<file path="src/rtl/ihex_pkg.sv">
// ----------------------------------------------------------------------------
// ihex_pkg
// Types, character codes and the hex digit decoder for the HEX record parser.
// ----------------------------------------------------------------------------
package ihex_pkg;

  typedef enum logic [2:0] {
    PH_COLON,
    PH_COUNT,
    PH_ADDR,
    PH_TYPE,
    PH_DATA,
    PH_CSUM
  } phase_t;

  typedef enum logic [1:0] {
    KIND_WRITE = 2'd0,
    KIND_EOF   = 2'd1,
    KIND_ERROR = 2'd2
  } kind_t;

  localparam logic [7:0] CHAR_COLON = 8'h3a;
  localparam logic [7:0] CHAR_CR    = 8'h0d;
  localparam logic [7:0] CHAR_LF    = 8'h0a;

  localparam logic [7:0] TYPE_DATA = 8'h00;
  localparam logic [7:0] TYPE_EOF  = 8'h01;

  typedef struct packed {
    logic       ok;
    logic [3:0] value;
  } hex_digit_t;

  function automatic hex_digit_t hex_decode(input logic [7:0] c);
    hex_digit_t r;
    logic [7:0] diff;
    r = '{ok: 1'b0, value: 4'd0};
    diff = 8'd0;
    if (c inside {[8'h30:8'h39]}) begin
      diff = c - 8'h30;
      r = '{ok: 1'b1, value: diff[3:0]};
    end else if (c inside {[8'h41:8'h46]}) begin
      diff = c - 8'h37;
      r = '{ok: 1'b1, value: diff[3:0]};
    end else if (c inside {[8'h61:8'h66]}) begin
      diff = c - 8'h57;
      r = '{ok: 1'b1, value: diff[3:0]};
    end
    return r;
  endfunction

endpackage

</file>
<file path="src/rtl/intel_hex_record_parser.sv">
// ----------------------------------------------------------------------------
// intel_hex_record_parser
// Parses HEX file text one character per beat and emits memory writes,
// an end of file marker or a format error.
// ----------------------------------------------------------------------------
//   channel  direction  handshake          payload
//   in       input      in_valid/in_ready  character, restart
//   out      output     out_valid/out_ready kind, address, data
//
// One character is taken per cycle while in_ready is high; the parser state and
// the result register are updated in the cycle of acceptance, so a result appears in the next cycle.
// A new character is taken whenever the result register is empty or being
// drained in the same cycle. Reset clears the parser to await a colon.
// After end of file or a format error, characters are consumed silently until
// a restart beat.
module intel_hex_record_parser (
  input  logic                  clk,
  input  logic                  rst,
  input  logic                  in_valid,
  output logic                  in_ready,
  input  logic [7:0]            character,
  input  logic                  restart,
  output logic                  out_valid,
  input  logic                  out_ready,
  output ihex_pkg::kind_t       kind,
  output logic [15:0]           address,
  output logic [7:0]            data
);
  import ihex_pkg::*;

  phase_t      phase, phase_next;
  logic [1:0]  nibble_count, nibble_count_next;
  logic [11:0] high_digits, high_digits_next;
  logic [7:0]  bytes_left, bytes_left_next;
  logic [15:0] write_address, write_address_next;
  logic [7:0]  record_type, record_type_next;
  logic        halted, halted_next;

  logic        emit;
  kind_t       emit_kind;
  logic [15:0] emit_address;
  logic [7:0]  emit_data;

  logic        accept;
  hex_digit_t  digit;
  logic        last_digit;
  logic [15:0] value;
  logic [7:0]  bytes_dec;

  assign in_ready = !out_valid || out_ready;
  assign accept   = in_valid && in_ready;
  assign digit    = hex_decode(character);
  assign value    = {high_digits, digit.value};
  assign bytes_dec = bytes_left - 8'd1;
  assign last_digit = (phase == PH_ADDR) ? (nibble_count == 2'd3) : (nibble_count == 2'd1);

  always_ff @(posedge clk) begin
    if (rst) begin
      phase         <= PH_COLON;
      nibble_count  <= 2'd0;
      high_digits   <= 12'd0;
      bytes_left    <= 8'd0;
      write_address <= 16'd0;
      record_type   <= 8'd0;
      halted        <= 1'b0;
      out_valid     <= 1'b0;
    end else begin
      phase         <= phase_next;
      nibble_count  <= nibble_count_next;
      high_digits   <= high_digits_next;
      bytes_left    <= bytes_left_next;
      write_address <= write_address_next;
      record_type   <= record_type_next;
      halted        <= halted_next;
      if (accept && emit) begin
        out_valid <= 1'b1;
      end else if (out_ready) begin
        out_valid <= 1'b0;
      end
    end
  end

  always_ff @(posedge clk) begin
    if (accept && emit) begin
      kind    <= emit_kind;
      address <= emit_address;
      data    <= emit_data;
    end
  end

  always_comb begin
    phase_next         = phase;
    nibble_count_next  = nibble_count;
    high_digits_next   = high_digits;
    bytes_left_next    = bytes_left;
    write_address_next = write_address;
    record_type_next   = record_type;
    halted_next        = halted;
    emit               = 1'b0;
    emit_kind          = KIND_ERROR;
    emit_address       = 16'd0;
    emit_data          = 8'd0;

    if (accept) begin
      if (restart) begin
        phase_next         = PH_COLON;
        nibble_count_next  = 2'd0;
        high_digits_next   = 12'd0;
        bytes_left_next    = 8'd0;
        write_address_next = 16'd0;
        record_type_next   = 8'd0;
        halted_next        = 1'b0;
      end else if (!halted) begin
        if (phase == PH_COLON) begin
          if (character == CHAR_COLON) begin
            phase_next        = PH_COUNT;
            nibble_count_next = 2'd0;
            high_digits_next  = 12'd0;
          end else if (!(character inside {CHAR_CR, CHAR_LF})) begin
            emit        = 1'b1;
            halted_next = 1'b1;
          end
        end else if (!digit.ok) begin
          // Any non-hex character inside a record, a colon included, is fatal.
          emit              = 1'b1;
          halted_next       = 1'b1;
          phase_next        = PH_COLON;
          nibble_count_next = 2'd0;
          high_digits_next  = 12'd0;
        end else if (!last_digit) begin
          high_digits_next  = value[11:0];
          nibble_count_next = nibble_count + 2'd1;
        end else begin
          nibble_count_next = 2'd0;
          high_digits_next  = 12'd0;
          case (phase)
            PH_COUNT: begin
              bytes_left_next = value[7:0];
              phase_next      = PH_ADDR;
            end
            PH_ADDR: begin
              write_address_next = value;
              phase_next         = PH_TYPE;
            end
            PH_TYPE: begin
              record_type_next = value[7:0];
              if (value[7:0] == TYPE_EOF) begin
                emit        = 1'b1;
                emit_kind   = KIND_EOF;
                halted_next = 1'b1;
                phase_next  = PH_COLON;
              end else begin
                phase_next = (bytes_left == 8'd0) ? PH_CSUM : PH_DATA;
              end
            end
            PH_DATA: begin
              if (record_type == TYPE_DATA) begin
                emit               = 1'b1;
                emit_kind          = KIND_WRITE;
                emit_address       = write_address;
                emit_data          = value[7:0];
                write_address_next = write_address + 16'd1;
              end
              bytes_left_next = bytes_dec;
              if (bytes_dec == 8'd0) begin
                phase_next = PH_CSUM;
              end
            end
            default: begin
              phase_next = PH_COLON;
            end
          endcase
        end
      end
    end
  end

endmodule

</file>
<file path="config.mk">
export PLATFORM = sky130hd
export DESIGN_NAME = intel_hex_record_parser
export DESIGN_NICKNAME = d
export VERILOG_FILES = /design/src/rtl/ihex_pkg.sv /design/src/rtl/intel_hex_record_parser.sv
export SDC_FILE = /design/constraint.sdc
export NUM_CORES = 1
export LEC_CHECK = 0
export CORE_ASPECT_RATIO = 1.2
export CORE_MARGIN = 2
export CORE_UTILIZATION = 47
export DETAILED_ROUTE_END_ITERATION = 6
export DONT_BUFFER_PORTS = 1
export MAX_ROUTING_LAYER = met4
export PLACE_DENSITY_LB_ADDON = 0.08
export SYNTH_ARGS = -nofsm -noshare
export SYNTH_HDL_FRONTEND = slang
export SYNTH_SLANG_ARGS = --single-unit
</file>
<file path="constraint.sdc">
create_clock -name clk -period 4.7 [get_ports clk]
set_input_delay 0.235 -clock clk [delete_from_list [all_inputs] [get_ports clk]]
set_output_delay 0.235 -clock clk [all_outputs]
set_load 0.05 [all_outputs]
</file>
; Yosys cells after proc, flatten, opt, wreduce, memory -nomap -nowiden
; Index checks and enable logic that the tools add are counted.
[classes]
n_addsub = 6
n_lt_le_gt_ge = 6
eq_ne = 16
mux = 67
n_bitwise = 5
n_reduce_logical = 25
[op_table]
columns = operator, n
row1 = 16-bit two-way mux, 6
row2 = 8-bit two-way mux, 11
row3 = 12-bit two-way mux, 6
row4 = 16-bit one-hot mux with 2 select lines, 1
row5 = 8-bit zero test, 3
row6 = 3-bit two-way mux, 8
row7 = 1-bit two-way mux, 20
row8 = "16-bit by 1-bit adder with 16-bit output, second input constant", 1
row9 = "8-bit by 4-bit == test with 1-bit output, second input constant", 2
row10 = "8-bit by 7-bit >= comparator with 1-bit output, second input constant", 2
row11 = "8-bit by 7-bit less-or-equal comparator with 1-bit output, second input constant", 2
row12 = 2-bit two-way mux, 8
row13 = 8-bit one-hot mux with 2 select lines, 1
row14 = 5-bit two-way mux, 3
row15 = 3-bit one-hot mux with 4 select lines, 1
row16 = 6-bit AND reduction, 2
row17 = 2-bit nonzero test, 5
row18 = "8-bit by 1-bit == test with 1-bit output, second input constant", 1
row19 = "8-bit by 6-bit == test with 1-bit output, second input constant", 1
row20 = "8-bit by 6-bit >= comparator with 1-bit output, second input constant", 1
row21 = "8-bit by 6-bit less-or-equal comparator with 1-bit output, second input constant", 1
row22 = 8-bit OR reduction, 1
row23 = "4-bit by 3-bit subtractor with 4-bit output, second input constant", 2
row24 = "8-bit by 1-bit subtractor with 8-bit output, second input constant", 1
row25 = other kinds (24), 35
[totals]
register_bits = 77
output_inout_bits = 28

; Logic depth before layout (Yosys ltp)
[logic_depth]
word_depth = 16
ltp_mapped = 10
depth_no_buf = 8

; Least setup slack after synthesis
; Ideal clock, no wire load.
[synth_timing]
path_kind = register -> register
start = register out_valid
end = register address[0], enable pin
setup_ps = 418
t_arrival_ps = 3087
required_time_ps = 4282
path_slack_ps = 1195
stages_incl_launch_ff = 6
path_buffers = 0
period_less_slack_ps = 3505
cell_sequence = dfxtp_1 > nand2b_1 > nand2_1 > or3_1 > nand2b_1 > a21oi_1
[synth_via]
elab_chain_len = 5
[synth_rtl]
columns = element, line_no
row1 = from (decl), intel_hex_record_parser.sv:23  ; output logic out_valid,
row2 = from (signal assigned), intel_hex_record_parser.sv:66  ; out_valid <= 1'b0;
row3 = from (signal assigned), intel_hex_record_parser.sv:76  ; out_valid <= 1'b1;
row4 = from (signal assigned), intel_hex_record_parser.sv:78  ; out_valid <= 1'b0;
row5 = 1-bit zero test (*), intel_hex_record_parser.sv:50  ; assign in_ready = !out_valid || out_ready;
row6 = 1-bit logical OR (*), intel_hex_record_parser.sv:50
row7 = net in_ready, intel_hex_record_parser.sv:20  ; output logic in_ready,
row8 = 1-bit logical AND (*), intel_hex_record_parser.sv:51  ; assign accept = in_valid && in_ready;
row9 = 1-bit two-way mux, intel_hex_record_parser.sv:104  ; if (accept) begin
row10 = 1-bit logical AND (*), intel_hex_record_parser.sv:84  ; if (accept && emit) begin
row11 = to (signal assigned), intel_hex_record_parser.sv:86  ; address <= emit_address;
row12 = to (decl), intel_hex_record_parser.sv:26  ; output logic [15:0] address,
; The timed path passes the listed nets; every way through them passes the cells marked *.
; A chain may end at the register's enable or synchronous reset.

; Worst setup path in the final report
[layout_timing]
start = register out_valid
end = register phase[2]
[layout_via]
elab_chain_len = 4
[layout_rtl]
columns = element, line_no
row1 = 1-bit zero test, intel_hex_record_parser.sv:50
row2 = 1-bit logical OR, intel_hex_record_parser.sv:50
row3 = net in_ready, intel_hex_record_parser.sv:20
row4 = 1-bit logical AND, intel_hex_record_parser.sv:51
row5 = 5-bit AND reduction (no source line), --
row6 = to (signal assigned), intel_hex_record_parser.sv:68  ; phase <= phase_next;
row7 = to (decl), intel_hex_record_parser.sv:31  ; phase_t phase, phase_next;
; The timed path passes the listed nets, and every way through them passes these cells.

==> results.py <==
metrics = {
    "sta": {
        "tns_ns": 0,
        "period_share_pct": 72.32,
        "hold_viol": 0,
        "layout_min_cycle_time_ns": 3.399,
        "whs_ns": 0.03950,
        "worst_pin_slew_ns": 1.224,
        "finalClockSkew_ns": 0.007046,
        "rsz0062_at_grt": "no",
        "finalSetupViolCount": 0,
        "finalWorstSetupSlack_ns": 1.301,
        "slew_headroom_pct": 17.93,
        "maxSlewViolCount": 0,
        "fmax_ghz": 0.2942,
    },
    "synth": {
        "synth_top_flop_cell": "dfxtp_1",
        "synth_cells": 468,
        "synth.largest_area_cell": "dfxtp_1",
        "synth_area_per_cell_um2": 9.109,
        "synth_area_leaders": "dfxtp_1, edfxtp_1, nor2_1, and3_1, a21oi_1",
        "synth_cell_types": 75,
        "yosysTopAreaCellShare_pct": 23.95,
        "ys_seq_elements": 77,
        "yosys_warnings": 0,
        "yosysSeqAreaShare_pct": 42.27,
        "syn-cell-area_um2": 4263,
        "synth_edf_count": 26,
        "async_flop_share_pct": 0,
        "synth.net_count": 488,
    },
    "worst_setup_path": {
        "crit_type": "flip-flop to flip-flop",
        "required_ns": 4.99,
        "end_kind": "flip-flop",
        "cp-startpoint": "out_valid$_SDFFE_PP0P_",
        "cp.arrival_ns": 3.69,
        "path_max_fanout": 20,
        "r2r_start": "out_valid$_SDFFE_PP0P_",
        "cp-start-kind": "flip-flop",
    },
    "power_and_ir_drop": {
        "vdd_drop_max_mv": 0.1252,
        "powerDensity_nw_per_um2": 292.4,
        "leakagePower_uw": 0.001583,
    },
    "placed_design": {
        "dp.final_hpwl_um": 8021,
        "port_buffers": 0,
        "globalplace.congestion": 0.9045,
        "dp_slack_ns": 1.367,
    },
    "floorplan": {
        "dieWidth_um": 90.94,
        "row_count": 38,
        "core_area_um2": 8939,
        "boundaryPins": 41,
        "dieArea_um2": 9851,
        "start_util_pct": 47.69,
        "die_height_um": 108.3,
    },
    "route": {
        "via_count": 3689,
        "drc": 0,
        "wirelength_um": 11690,
        "post_drt_via_cell_ratio": 6.317,
        "dr.pass1.iters": 6,
        "drtIter0Drc": 208,
        "ant_nets": 0,
        "detail_route.wl_per_cell_um": 20.01,
    },
    "global_routing": {
        "grt.overflow.total": 0,
        "grt_pass1_vias": 3527,
        "track_usage_pct": 25.36,
        "antenna_found_initial": 0,
        "grt_max_degree": 33,
        "grt_pass1_wl_um": 18890,
    },
    "cts": {
        "clock-root-buffer": "clkbuf_8",
        "cts_htree_levels": 3,
        "postCtsSetupRepairBufs": 0,
        "clk_path_buf_depth": 2,
        "cts_tree": "done",
        "clock_latency_ns": 0.37,
        "cts_buffers": 9,
        "clk_pin_slew_ns": 0.08,
        "clock_sinks": 77,
    },
    "finish": {
        "drive_above_1_share_pct": 9.914,
        "fillers": 905,
        "nets": 479,
        "diodes": 0,
        "multiInputGateArea_um2": 2270,
        "seq_area_um2": 1802,
        "area_growth_pct": 6.046,
    },
    "job": {
        "maxCapViolCount": 0,
    },
    "min_path": {
        "hp-start": "rst",
        "hp-class": "primary input to flip-flop",
    },
    "run_status": {
        "status": "completed",
    },
}
==> per-stage QoR <==
| step | power [uW] | utilization, % | instances | cell area [um2] |
|---|---|---|---|---|
| final | 1322 | 50.57 | 584 | 4521 |
| after global routing | 1369 | 50.57 | 584 | 4521 |
| after CTS | 1328 | 50.57 | 584 | 4521 |
| after detailed placement | 824.2 | 48.32 | 567 | 4319 |
| after global placement | 824.0 | 48.32 | 567 | 4319 |
| after floorplan | 812.0 | - | 468 | 4263 |
==> synth_stat cells, drive strengths merged, types with 3 or more instances <==
cell and number:
inv 14, nand4b 4, edfxtp 26, buf 13
nor3b 5, mux2i 3, dfxtp 51, xnor2 5
nand2 26, ha 7, a211oi 6, and3 26
or3 6, a21oi 29, nor2 54, o21ai 26
nor3 26, nand3 15, nand2b 5, nand3b 3
a22oi 13, o31ai 4, a31oi 17, a22o 10
nand4 6, a32oi 3, nor2b 7, clkbuf 14
nor4 6, o22ai 4
==> where the power goes <==
part | switching, uW | total, uW | internal (uW)
combinational | 56.8 | 84.4 | 27.6
sequential | 31.9 | 729 | 697
clock | 261 | 508 | 248
total | 350 | 1320 | 972
==> state kept, by name (all words and copies together) (netlist names) <==
name and flops:
data 8, kind 2, nibble_count 2, halted 1, address 16, write_address 16, high_digits 12, phase 3
bytes_left 8, record_type 8, out_valid 1
==> metal layers <==
metal	share of wire, %	up-vias	track usage [%]
met2	47	138	39.26
li1	-	1741	-
met1	44	1776	31.65
met5	0	-	-
met3	4.8	34	4.460
met4	4.6	0	13.96
==> worst paths after layout <==
path	endpoint	slack [ns]	cells past startpoint
setup / recovery	phase[2]$_SDFFE_PP0P_	1.30	6
hold / removal	bytes_left[1]$_SDFFE_PP0P_	0.04	2
setup reg to reg	phase[2]$_SDFFE_PP0P_	1.30	6
hold reg to reg	write_address[15]$_SDFFE_PP0P_	0.48	2
==> cells in the final DEF (no fill, tap or decap), types with 6 or more instances in the layout <==
cell type / count
a211oi_1: 6
a21oi_1: 26
a22o_1: 10
a22oi_1: 13
a31oi_1: 16
and3_1: 25
buf_4: 6
clkbuf_8: 9
dfxtp_1: 51
edfxtp_1: 26
ha_1: 7
inv_1: 14
nand2_1: 26
nand3_1: 14
nor2_1: 54
nor2b_1: 7
nor3_1: 24
nor4_1: 6
o21ai_0: 24
==> layout make-up <==
class	instances	share of cell area, %
tap	120	3.321
inverter	14	1.162
clock inverter	5	1.329
timing repair buffer	7	1.218
sequential	77	39.86
clock buffer	11	2.906
multi-input combinational	350	50.21
==> logic make-up after synthesis <==
| group | after synthesis | share of synthesized area (%) |
|---|---|---|
| buf+inv | 41 | 4.696 |
| compound gates | 131 | 21.84 |
| mux | 3 | 0.7045 |
| flops | 77 | 42.27 |
| fa+ha+maj | 8 | 2.289 |
| simple gates | 201 | 26.59 |
| xor+xnor | 7 | 1.614 |
==> repair_timing <==
item / CTS / global route
endpoints found under the hold margin: 24 / 0
gates resized for setup: 0 / 0
hold buffers: 1 / 0
==> critical path: stages (launching register included) <==
cell and delay [ns]:
dfxtp_1 0.48, nand2b_1 0.62, nand2_1 0.24, or3_1 0.47
nor3_2 1.02, o221ai_1 0.28, a21oi_1 0.20
Note: power is estimated with default switching activity, not from simulation.
